<file path="config.mk">
export PLATFORM = sky130hd
export DESIGN_NAME = lipo_fuel_gauge_top
export DESIGN_NICKNAME = d
export VERILOG_FILES = /design/src/rtl/lfg_pkg.sv /design/src/rtl/lfg_accum.sv /design/src/rtl/lfg_divider.sv /design/src/rtl/lipo_fuel_gauge_top.sv
export SDC_FILE = /design/constraint.sdc
export NUM_CORES = 1
export LEC_CHECK = 0
export ABC_AREA = 1
export BUFFER_PORTS_ARGS = -buffer_cell sky130_fd_sc_hd__buf_2
export CORE_ASPECT_RATIO = 1.5
export CORE_MARGIN = 2
export CORE_UTILIZATION = 60
export DETAILED_ROUTE_END_ITERATION = 6
export GPL_ROUTABILITY_DRIVEN = 1
export GPL_TIMING_DRIVEN = 0
export MAX_ROUTING_LAYER = met4
export PLACE_DENSITY = 0.83
export SETUP_SLACK_MARGIN = 0.15
export SYNTH_ARGS = -nofsm -noshare
export SYNTH_HDL_FRONTEND = slang
export SYNTH_SLANG_ARGS = --single-unit
export TNS_END_PERCENT = 10
</file>
<file path="constraint.sdc">
create_clock -name clk -period 21.8 [get_ports clk]
set_input_delay 4.36 -clock clk [delete_from_list [all_inputs] [get_ports clk]]
set_output_delay 4.36 -clock clk [all_outputs]
set_load 0.005 [all_outputs]
</file>
<file path="src/rtl/lfg_pkg.sv">
// Shared widths, curve tables, reciprocals and interface types of the LiPo fuel gauge.
`timescale 1ns / 1ps

package lfg_pkg;

	localparam int SAMPLES_PER_READING = 30;

	localparam int SAMPLE_W  = 12;
	localparam int SUM_W     = 18;
	localparam int GAIN_W    = 16;
	localparam int GAIN_FRAC = 14;
	localparam int MV_W      = 15;
	localparam int PCT_W     = 7;
	localparam int CNT_W     = $clog2(SAMPLES_PER_READING + 1);
	localparam int PROD_W    = SUM_W + GAIN_W;
	// Product times two, shifted right by the gain fraction.
	localparam int SCL_W     = PROD_W - GAIN_FRAC + 1;
	localparam int CMV_W     = 13;
	localparam int OFF_W     = 9;
	localparam int SEG_W     = 3;

	// Division by the window length is a multiplication by the rounded-up reciprocal.
	// With a numerator below 2^SCL_W and a window of at most 64 samples the error of
	// the reciprocal stays below one step, so the truncated quotient is exact.
	localparam int AVG_SHIFT = 27;
	// Percent step: offset times the rounded-up rise over span, scaled by 2^16.
	localparam int PCT_SHIFT = 16;
	localparam int PREC_W    = 15;

	localparam int MUL_A_W   = SCL_W;
	localparam int MUL_B_W   = AVG_SHIFT + 1;
	localparam int MUL_P_W   = MUL_A_W + MUL_B_W;
	localparam int MQ_W      = SCL_W;

	localparam logic [GAIN_W-1:0]  GAIN_RESET = GAIN_W'(16384);
	localparam logic [MV_W-1:0]    MV_MAX     = {MV_W{1'b1}};
	localparam logic [MUL_B_W-1:0] AVG_RECIP  = MUL_B_W'(((1 << AVG_SHIFT) +
		SAMPLES_PER_READING - 1) / SAMPLES_PER_READING);

	typedef enum logic [1:0] {
		OP_SCALE = 2'd0,
		OP_AVG   = 2'd1,
		OP_PCT   = 2'd2
	} mul_op_t;

	typedef struct packed {
		mul_op_t            op;
		logic [MUL_A_W-1:0] a;
		logic [MUL_B_W-1:0] b;
	} mul_req_t;

	typedef struct packed {
		logic             last;
		logic [SUM_W-1:0] sum;
	} acc_t;

	function automatic logic [CMV_W-1:0] curve_mv(input logic [SEG_W-1:0] k);
		logic [CMV_W-1:0] v;
		unique case (k)
			3'd0:    v = CMV_W'(3300);
			3'd1:    v = CMV_W'(3600);
			3'd2:    v = CMV_W'(3700);
			3'd3:    v = CMV_W'(3750);
			3'd4:    v = CMV_W'(3850);
			3'd5:    v = CMV_W'(3950);
			3'd6:    v = CMV_W'(4050);
			default: v = CMV_W'(4200);
		endcase
		return v;
	endfunction

	function automatic logic [PCT_W-1:0] curve_pct(input logic [SEG_W-1:0] k);
		logic [PCT_W-1:0] v;
		unique case (k)
			3'd0:    v = PCT_W'(0);
			3'd1:    v = PCT_W'(10);
			3'd2:    v = PCT_W'(25);
			3'd3:    v = PCT_W'(40);
			3'd4:    v = PCT_W'(60);
			3'd5:    v = PCT_W'(75);
			3'd6:    v = PCT_W'(90);
			default: v = PCT_W'(100);
		endcase
		return v;
	endfunction

	// Rise over span of each segment, rounded up. Offsets stay below 300 mV, so the
	// shifted product truncates to the same percent as the exact interpolation.
	function automatic logic [PREC_W-1:0] seg_recip(input logic [SEG_W-1:0] k);
		logic [PREC_W-1:0] v;
		unique case (k)
			3'd0:    v = PREC_W'(((10 << PCT_SHIFT) + 299) / 300);
			3'd1:    v = PREC_W'(((15 << PCT_SHIFT) + 99) / 100);
			3'd2:    v = PREC_W'(((15 << PCT_SHIFT) + 49) / 50);
			3'd3:    v = PREC_W'(((20 << PCT_SHIFT) + 99) / 100);
			3'd4:    v = PREC_W'(((15 << PCT_SHIFT) + 99) / 100);
			3'd5:    v = PREC_W'(((15 << PCT_SHIFT) + 99) / 100);
			3'd6:    v = PREC_W'(((10 << PCT_SHIFT) + 149) / 150);
			default: v = '0;
		endcase
		return v;
	endfunction

endpackage

</file>
<file path="src/rtl/lfg_accum.sv">
// Window accumulator: sums samples and flags the last sample of each window.
`timescale 1ns / 1ps

module lfg_accum (
	input  logic                          clk,
	input  logic                          arst_n,
	input  logic                          fire,
	input  logic [lfg_pkg::SAMPLE_W-1:0]  sample,
	output lfg_pkg::acc_t                 win
);
	import lfg_pkg::*;

	logic [SUM_W-1:0] sum_q;
	logic [CNT_W-1:0] cnt_q;
	logic [CNT_W-1:0] cnt_next;

	assign cnt_next = cnt_q + CNT_W'(1);
	assign win.sum  = sum_q + SUM_W'(sample);
	assign win.last = fire && (cnt_next == CNT_W'(SAMPLES_PER_READING));

	always_ff @(posedge clk or negedge arst_n) begin
		if (!arst_n) begin
			sum_q <= '0;
			cnt_q <= '0;
		end else if (fire) begin
			if (win.last) begin
				sum_q <= '0;
				cnt_q <= '0;
			end else begin
				sum_q <= win.sum;
				cnt_q <= cnt_next;
			end
		end
	end

endmodule

</file>
<file path="src/rtl/lfg_divider.sv">
// Shared reciprocal divider: one multiplier followed by a fixed shift per operation.
`timescale 1ns / 1ps

module lfg_divider (
	input  lfg_pkg::mul_req_t           req,
	output logic [lfg_pkg::MQ_W-1:0]    quotient
);
	import lfg_pkg::*;

	logic [MUL_P_W-1:0] prod;

	always_comb begin
		prod = MUL_P_W'(req.a) * MUL_P_W'(req.b);
		unique case (req.op)
			OP_SCALE: quotient = MQ_W'(prod >> (GAIN_FRAC - 1));
			OP_AVG:   quotient = MQ_W'(prod >> AVG_SHIFT);
			OP_PCT:   quotient = MQ_W'(prod >> PCT_SHIFT);
			default:  quotient = '0;
		endcase
	end

endmodule

</file>
<file path="src/rtl/lipo_fuel_gauge_top.sv">
// Top level of the LiPo fuel gauge: sequencer, shared reciprocal divider and output register.
`timescale 1ns / 1ps
// Samples that do not close a window are taken back to back.
// The closing sample starts a reading that uses the shared multiplier for the gain
// product, the division by the window length and, inside the curve, the percent step.
// out_valid rises once the reading has passed SCALE, AVG, SEG, PCT (skipped outside
// the curve) and OUT, later only while the previous reading waits; in_ready is low
// until then. Reset clears the window, sequencer and out_valid; gain 1.0.

module lipo_fuel_gauge_top (
	input  logic                         clk,
	input  logic                         arst_n,
	input  logic                         cfg_wr_en,
	input  logic [lfg_pkg::GAIN_W-1:0]   cfg_wr_data,
	input  logic                         in_valid,
	output logic                         in_ready,
	input  logic [lfg_pkg::SAMPLE_W-1:0] sample_mv,
	output logic                         out_valid,
	input  logic                         out_ready,
	output logic [lfg_pkg::MV_W-1:0]     battery_mv,
	output logic [lfg_pkg::PCT_W-1:0]    charge_percent
);
	import lfg_pkg::*;

	// Sequencer states, one-hot. The reading walks SCALE, AVG, SEG and, when the
	// voltage falls inside the curve, PCT, before OUT hands it over.
	typedef enum logic [5:0] {
		S_IDLE  = 6'b000001,
		S_SCALE = 6'b000010,
		S_AVG   = 6'b000100,
		S_SEG   = 6'b001000,
		S_PCT   = 6'b010000,
		S_OUT   = 6'b100000
	} state_t;

	state_t            state_q;
	logic [GAIN_W-1:0] gain_q;
	logic [SUM_W-1:0]  sum_q;
	logic [SCL_W-1:0]  scl_q;
	logic [MV_W-1:0]   mv_q;
	logic [OFF_W-1:0]  off_q;
	logic [SEG_W-1:0]  seg_q;
	logic [PCT_W-1:0]  pct_q;
	logic              out_valid_q;
	logic [MV_W-1:0]   out_mv_q;
	logic [PCT_W-1:0]  out_pct_q;

	logic              in_fire;
	logic              out_load;
	acc_t              win;
	mul_req_t          mul_req;
	logic [MQ_W-1:0]   mul_q;

	logic              mv_low;
	logic              mv_high;
	logic [SEG_W-1:0]  seg_idx;
	logic [CMV_W-1:0]  seg_base;
	logic [MV_W-1:0]   seg_off;

	assign in_ready = (state_q == S_IDLE);
	assign in_fire  = in_valid && in_ready;

	// The calibration register takes every write; the open window is left alone.
	always_ff @(posedge clk or negedge arst_n) begin
		if (!arst_n) begin
			gain_q <= GAIN_RESET;
		end else if (cfg_wr_en) begin
			gain_q <= cfg_wr_data;
		end
	end

	lfg_accum u_accum (
		.clk    (clk),
		.arst_n (arst_n),
		.fire   (in_fire),
		.sample (sample_mv),
		.win    (win)
	);

	// One multiplier serves all three steps, with operands from registers. The gain
	// step keeps the product times two shifted down by the gain fraction; the floor
	// of a floor stays exact when it is then divided by the window length.
	always_comb begin
		if (state_q == S_AVG) begin
			mul_req.op = OP_AVG;
			mul_req.a  = scl_q;
			mul_req.b  = AVG_RECIP;
		end else if (state_q == S_PCT) begin
			mul_req.op = OP_PCT;
			mul_req.a  = MUL_A_W'(off_q);
			mul_req.b  = MUL_B_W'(seg_recip(seg_q));
		end else begin
			mul_req.op = OP_SCALE;
			mul_req.a  = MUL_A_W'(sum_q);
			mul_req.b  = MUL_B_W'(gain_q);
		end
	end

	lfg_divider u_divider (
		.req      (mul_req),
		.quotient (mul_q)
	);

	// Segment pick: a voltage equal to an inner curve point takes the segment
	// that starts there, so it reads that point's percent exactly.
	always_comb begin
		mv_low  = (mv_q <= MV_W'(curve_mv(SEG_W'(0))));
		mv_high = (mv_q >= MV_W'(curve_mv(SEG_W'(7))));
		seg_idx = '0;
		for (int k = 1; k < 7; k++) begin
			if (mv_q >= MV_W'(curve_mv(SEG_W'(k)))) begin
				seg_idx = SEG_W'(k);
			end
		end
		seg_base = curve_mv(seg_idx);
		seg_off  = mv_q - MV_W'(seg_base);
	end

	// A finished reading waits in OUT only while the output register still holds
	// the previous one that has not been transferred.
	assign out_load = (state_q == S_OUT) && (!out_valid_q || out_ready);

	always_ff @(posedge clk or negedge arst_n) begin
		if (!arst_n) begin
			state_q <= S_IDLE;
		end else begin
			unique case (state_q)
				S_IDLE: begin
					if (win.last) begin
						state_q <= S_SCALE;
					end
				end
				S_SCALE: begin
					state_q <= S_AVG;
				end
				S_AVG: begin
					state_q <= S_SEG;
				end
				S_SEG: begin
					if (mv_low || mv_high) begin
						state_q <= S_OUT;
					end else begin
						state_q <= S_PCT;
					end
				end
				S_PCT: begin
					state_q <= S_OUT;
				end
				S_OUT: begin
					if (out_load) begin
						state_q <= S_IDLE;
					end
				end
				default: begin
					state_q <= S_IDLE;
				end
			endcase
		end
	end

	// Working registers of the reading.
	always_ff @(posedge clk) begin
		if (win.last) begin
			sum_q <= win.sum;
		end
		if (state_q == S_SCALE) begin
			scl_q <= mul_q;
		end
		if (state_q == S_AVG) begin
			// Saturate the averaged voltage at the top of its field.
			if (mul_q > MQ_W'(MV_MAX)) begin
				mv_q <= MV_MAX;
			end else begin
				mv_q <= mul_q[MV_W-1:0];
			end
		end
		if (state_q == S_SEG) begin
			seg_q <= seg_idx;
			off_q <= seg_off[OFF_W-1:0];
			if (mv_low) begin
				pct_q <= curve_pct(SEG_W'(0));
			end else begin
				pct_q <= curve_pct(SEG_W'(7));
			end
		end
		if (state_q == S_PCT) begin
			pct_q <= curve_pct(seg_q) + mul_q[PCT_W-1:0];
		end
	end

	always_ff @(posedge clk or negedge arst_n) begin
		if (!arst_n) begin
			out_valid_q <= 1'b0;
		end else if (out_load) begin
			out_valid_q <= 1'b1;
		end else if (out_ready) begin
			out_valid_q <= 1'b0;
		end
	end

	always_ff @(posedge clk) begin
		if (out_load) begin
			out_mv_q  <= mv_q;
			out_pct_q <= pct_q;
		end
	end

	assign out_valid      = out_valid_q;
	assign battery_mv     = out_mv_q;
	assign charge_percent = out_pct_q;

	// A reading that waits for the receiver stays put until it is transferred.
	assert property (@(posedge clk) disable iff (!arst_n)
		out_valid_q && !out_ready |=> out_valid_q && $stable(out_mv_q) && $stable(out_pct_q))
		else $error("waiting reading dropped or changed");

	// The charge stays within range and agrees with the curve ends.
	assert property (@(posedge clk) disable iff (!arst_n)
		out_valid_q |-> (out_pct_q <= PCT_W'(100))
			&& ((out_mv_q > MV_W'(3300)) || (out_pct_q == PCT_W'(0)))
			&& ((out_mv_q < MV_W'(4200)) || (out_pct_q == PCT_W'(100))))
		else $error("charge out of range or off the curve ends");

	// No sample is taken while a reading is in progress.
	assert property (@(posedge clk) disable iff (!arst_n)
		(state_q != S_IDLE) |-> !in_ready)
		else $error("sample accepted during a reading");

endmodule
</file>
==> impl_metrics.tcl, run 1 <==
set metrics [dict create \
    first_pass_iters 7 \
    ys.flop_type "sky130_fd_sc_hd__edfxtp_1" \
    most_crowded_layer_gr "met2" \
    fin_crit_period_ns 12.18 \
    drtAntennaViolNets 0 \
    nets 3067 \
    post_route_cells_drive_above_1_share 0.06382 \
    timing.final.hold_violations 0 \
    fin_crit_sh 0.5586 \
    critical-path-max-stage-delay_ns 0.78 \
    number_of_placement_rows 82 \
    cp_common_cell "sky130_fd_sc_hd__inv_1" \
    grt_first_pass_wirelength_um 96480 \
    numCtsBuffers 17 \
    max_slew_violation_total_from_the_final_report 0 \
    clock_pin_slew_worst_setup_and_hold_paths_ns 0.07 \
    avgRoutedWirePerCell_um 20.36 \
    ys_ff_latch 141 \
    num_io_pins 57 \
    detail_route.wirelength_um 60560 \
    floorplan.die.height_um 229.5 \
    dp.final_hpwl_um 50770 \
    synth_enable_flop_cells 95 \
    area.growth.synth_to_final_pct 8.149 \
    timing.critical_path.required_ns 22.10 \
    worst_r2r_path_depth 42 \
    worst_setup_path_class "flop to flop" \
    final.setup.tns_ns 0 \
    netlist_area_um2 20340 \
    synth_seq_area_share 0.1969 \
    reg2reg_from "state_q[5]" \
    drt_iter0_markers 1367 \
    drc 5 \
    yosysUniqueCellTypes 59 \
    cts-resized-gates 0 \
    grt_max_degree 47 \
    cp_max_fo 10 \
    crit_path_end_kind "flop" \
    drt-vias-per-instance 5.734 \
    r2r_slack_ns 9.62 \
    ctsRootBufferMaster "sky130_fd_sc_hd__clkbuf_16" \
    globalRouteMet1Util 0.3950 \
    cts.htree.levels 4 \
    critical_path.slowest_cell "sky130_fd_sc_hd__a21oi_2" \
    timing.fmax_mhz 82.12 \
    place.gp.congestion 1.030 \
    crit-reg2reg-capture "pct_q[6]" \
    status "finished, violations left" \
    synth_top_cells_by_count "sky130_fd_sc_hd__inv_1, sky130_fd_sc_hd__nand2_1, sky130_fd_sc_hd__fa_1" \
    yosys_warnings 0 \
    globalRouteMet2Util 0.6334 \
    worst_pin_slew_ns 1.354 \
    synth_cells 2433 \
    failing_checks "DRC" \
    port-buffer-count 55 \
    synthesis.area_per_instance_um2 8.362 \
    post-synth-top-count-cell "sky130_fd_sc_hd__inv_1" \
    fp.coreArea_um2 33450 \
    first_global_vias 18210 \
    report.final.setup_viol 0 \
    clk_latency_ns 0.44 \
    die_w_um 154.4 \
    post_cts.repair.setup_buffers 0 \
    min_delay_worst_endpoint "charge_percent[6]" \
    die_outline_area_um2 35430 \
    max_clock_skew_ns 0.01185 \
    max_cap_viol_count 0 \
    crit_path_start_kind "flop" \
    met3_grt_util 0.04693 \
    tritoncts "done" \
    hold-path-cell-count 0 \
    slew_headroom 0.09096 \
    critPathArrivalTime_ns 12.47 \
    antenna-diode-count 0 \
    async_flop_share 0.3262 \
    synth.area.top_cells "sky130_fd_sc_hd__fa_1, sky130_fd_sc_hd__edfxtp_1, sky130_fd_sc_hd__ha_1, sky130_fd_sc_hd__inv_1, sky130_fd_sc_hd__nand2_1" \
    synth_area_leader "sky130_fd_sc_hd__fa_1" \
    clkSinkCount 141 \
    total_grt_overflow 0 \
    hold_path.startpoint "pct_q[6]" \
    synth_top_area_frac 0.2932 \
    vias 17050 \
    cts_hold_fix_bufs 0 \
    hold_path_class "flop to flop" \
    setup_repair_after_global_routing_missed_its_margin "no" \
    grt_antenna_before_repair 0 \
    initial_core_utilization 0.6083 \
    gr-usage-all-layers 0.3698 \
    clk_path_buf_depth 2 \
]
-- cell families after synthesis --
| family | after synthesis | synth area share |
|---|---|---|
| AOI/OAI and AO/OA | 258 | 0.07171 |
| xor gates and xnor gates | 35 | 0.01507 |
| adders and majority gates | 492 | 0.4125 |
| buffers and inverters | 656 | 0.1223 |
| DFF | 141 | 0.1969 |
| muxes | 2 | 0.001107 |
| other | 2 | 0.0003691 |
| and+or+nand+nor | 847 | 0.1800 |
-- how the worst max path moves through the flow --
stage / from / endpoint / slack, ns
after floorplan: state_q[3] / pct_q[6] / 12.59
after global placement: state_q[5] / pct_q[6] / 10.16
after detailed placement: state_q[1] / pct_q[6] / 9.91
after CTS: state_q[5] / pct_q[6] / 9.88
after global routing: state_q[3] / pct_q[6] / 9.16
final: state_q[5] / pct_q[6] / 9.62
-- stage by stage --
| stage | utilization | area, um^2 | setup WS [ns] | hold WS [ns] | instances |
|---|---|---|---|---|---|
| final | 0.6578 | 22000 | 9.623 | 0.4218 | 2974 |
| after global routing | 0.6578 | 22000 | 9.155 | 0.4363 | 2974 |
| after CTS | 0.6578 | 22000 | 9.877 | 0.4220 | 2974 |
| after detailed placement | 0.6373 | 21320 | 9.910 | 0.4057 | 2943 |
| after global placement | 0.6357 | 21260 | 10.16 | 0.4011 | 2939 |
| after floorplan | - | 20460 | 12.59 | 0.4003 | 2464 |
-- routing by layer --
layer	routed length [um]	vias to the layer above
met3	3723	322
li1	-	7637
met1	20730	8234
met5	0	-
met4	5250	0
met2	30860	860
-- final cells by class --
cell class	instances	area, um^2
clock buffers	19	442.9
fillers	2686	11440
well taps	420	525.5
flip-flops and latches	141	4006
clock inverters	12	242.7
multi-input cells	1667	13980
plain buffers	36	160.2
repair buffers	59	316.6
inverters	620	2327
-- sequential cells by signal (all words and copies together), names as in the netlist --
register and cells:
charge_percent 7, scl_q 21, sum_q 18, battery_mv 15, gain_q 16, off_q 9, pct_q 7, mv_q 15
u_accum.sum_q 18, out_valid 1, seg_q 3, u_accum.cnt_q 5, state_q 6
-- worst max-delay path: cells and delay by family, from the launching register on --
kind            cells  cell delay, ns
fa+ha+maj           9            4.50
simple gates       15            2.63
compound gates      5            2.00
buf+inv            11            1.72
xor+xnor            2            0.72
flops               1            0.42
-- cells in the final DEF (no fill, tap or decap), drive strengths merged, types with 3 or more instances in the layout --
cell	count
inv	610
nand2	428
fa	298
nor2	285
ha	194
o21ai	106
edfxtp	95
a21oi	93
nand3	78
buf	68
clkbuf	46
dfrtp	44
conb	33
xor2	25
a31oi	19
nor3	19
clkinv	13
a22o	11
xnor2	10
nand3b	10
nand4	9
or2	9
bufinv	7
o22ai	6
nor4	5
o31ai	3
o21a	3
o21bai	3
o211ai	3
Power of run 1 is left out: the tool's default activity adds up to more than one toggle a clock period on the data nets, which glitch-free logic cannot reach.
==> run 2, diff against run 1 <==
==> constraint.sdc (replaced) <==
create_clock -name clk -period 12.5 [get_ports clk]
set_input_delay 2.5 -clock clk [delete_from_list [all_inputs] [get_ports clk]]
set_output_delay 2.5 -clock clk [all_outputs]
set_load 0.005 [all_outputs]
==> run 2 against run 1 <==
The run now ends clean. Non-clock buffer count up 2. Register-to-register slack worse by 9.0 ns. Clock skew is 0.0064 ns higher. Largest cell class unchanged. Highest routed layer unchanged.
==> impl_metrics.tcl, run 2 (synthesis results as in run 1) <==
set metrics [dict create \
    max_cap_viol_count 0 \
    grt_first_pass_wirelength_um 96480 \
    ctsRootBufferMaster "sky130_fd_sc_hd__clkbuf_16" \
    crit_path_start_kind "flop" \
    place.gp.congestion 1.030 \
    cts.htree.levels 4 \
    port-buffer-count 55 \
    clock_pin_slew_worst_setup_and_hold_paths_ns 0.06 \
    worst_pin_slew_ns 1.401 \
    setup_repair_after_global_routing_missed_its_margin "no" \
    setup_ws_ns 0.5800 \
    timing.critical_path.required_ns 12.80 \
    report.final.setup_viol 0 \
    crit_path_end_kind "flop" \
    cp_common_cell "sky130_fd_sc_hd__fa_1" \
    gr-usage-all-layers 0.3698 \
    clk_latency_ns 0.44 \
    status "finished, final reports clean" \
    largest_reg_flops 21 \
    met3_grt_util 0.04693 \
    fp.coreArea_um2 33450 \
    numCtsBuffers 17 \
    cts_hold_fix_bufs 0 \
    fin_crit_sh 0.9536 \
    register_bank_with_the_most_flops "scl_q" \
    critical-path-max-stage-delay_ns 1.05 \
    dp.final_hpwl_um 50770 \
    post_route_cells_drive_above_1_share 0.06612 \
    antenna-diode-count 0 \
    max_slew_violation_total_from_the_final_report 0 \
    most_crowded_layer_gr "met2" \
    critical_path.slowest_cell "sky130_fd_sc_hd__a21oi_1" \
    drc 0 \
    fin_crit_period_ns 11.92 \
    layout.cells.most_common "sky130_fd_sc_hd__inv_1" \
    max_clock_skew_ns 0.01828 \
    clk_path_buf_depth 2 \
    nets 3069 \
    hold_path_class "flop to flop" \
    timing.final.hold_violations 0 \
    globalRouteMet1Util 0.3950 \
    floorplan.die.height_um 229.5 \
    timing.fmax_mhz 83.89 \
    number_of_placement_rows 82 \
    area.growth.synth_to_final_pct 8.395 \
    clkSinkCount 141 \
    num_io_pins 57 \
    cp_max_fo 10 \
    drtAntennaViolNets 0 \
    fillers 2676 \
    critPathArrivalTime_ns 12.22 \
    r2r_slack_ns 0.58 \
    largestRegisters "scl_q: 21 flops, sum_q: 18 flops, u_accum.sum_q: 18 flops" \
    worst_setup_path_class "flop to flop" \
    die_w_um 154.4 \
    globalRouteMet2Util 0.6334 \
    die_outline_area_um2 35430 \
    grt_max_degree 47 \
    placement.setup.worst_slack_ns 0.6100 \
    grt_antenna_before_repair 0 \
    first_pass_iters 6 \
    initial_core_utilization 0.6083 \
    drt-vias-per-instance 5.737 \
    final.setup.tns_ns 0 \
    total_grt_overflow 0 \
    drt_iter0_markers 1339 \
    layout_utilization 0.6593 \
    layout.cells.most_common_list "sky130_fd_sc_hd__inv_1, sky130_fd_sc_hd__nand2_1, sky130_fd_sc_hd__fa_1" \
    first_global_vias 18210 \
    slew_headroom 0.05998 \
    tritoncts "done" \
    avgRoutedWirePerCell_um 20.38 \
    detail_route.wirelength_um 60660 \
    vias 17070 \
]
==> run 2: critical path, delay by kind of cell, from the launching register on <==
family / cells / cell delay (ns)
AOI/OAI and AO/OA: 6 / 2.53
adders and majority gates: 9 / 4.21
and+or+nand+nor: 14 / 2.04
buffers and inverters: 9 / 1.68
DFF: 1 / 0.60
xor gates and xnor gates: 2 / 0.72
==> run 2: layout make-up <==
class	instances	area, um^2	area share
clock inverters	12	242.7	0.01101
well taps	420	525.5	0.02383
plain buffers	36	161.4	0.007319
clock buffers	19	442.9	0.02009
flip-flops and latches	141	4006	0.1817
multi-input cells	1667	14010	0.6355
repair buffers	61	331.6	0.01504
inverters	620	2327	0.1055
==> run 2: stage by stage <==
stage	cells	area [um^2]	hold slack [ns]
floorplan	2464	20460	0.4003
global placement	2939	21260	0.4011
detailed placement	2943	21320	0.4057
CTS	2974	22000	0.4220
global route	2976	22050	0.4363
finish	2976	22050	0.4201
==> run 2: repair_timing <==
| action | 4_1_cts | 5_1_grt |
|---|---|---|
| buffers inserted | 0 | 2 |
| endpoints found under the setup margin | 0 | 1 |
| resized for setup | 0 | 7 |
==> run 2: worst paths after layout <==
path                             from           endpoint  cells past startpoint
setup / recovery           state_q[0]           pct_q[6]                     40
hold / removal               pct_q[6]  charge_percent[6]                      0
setup reg to reg           state_q[0]           pct_q[6]                     40
hold reg to reg              pct_q[6]  charge_percent[6]                      0
max in group asynchronous      arst_n  u_accum.sum_q[16]                      1
min in group asynchronous      arst_n   u_accum.sum_q[2]                      1
==> run 2: metal layers <==
layer | part of all wire | vias up
li1 | - | 7643
met1 | 0.34 | 8252
met2 | 0.51 | 867
met3 | 0.061 | 311
met4 | 0.086 | 0
met5 | 0 | -
Power of run 2 is left out for the same reason.
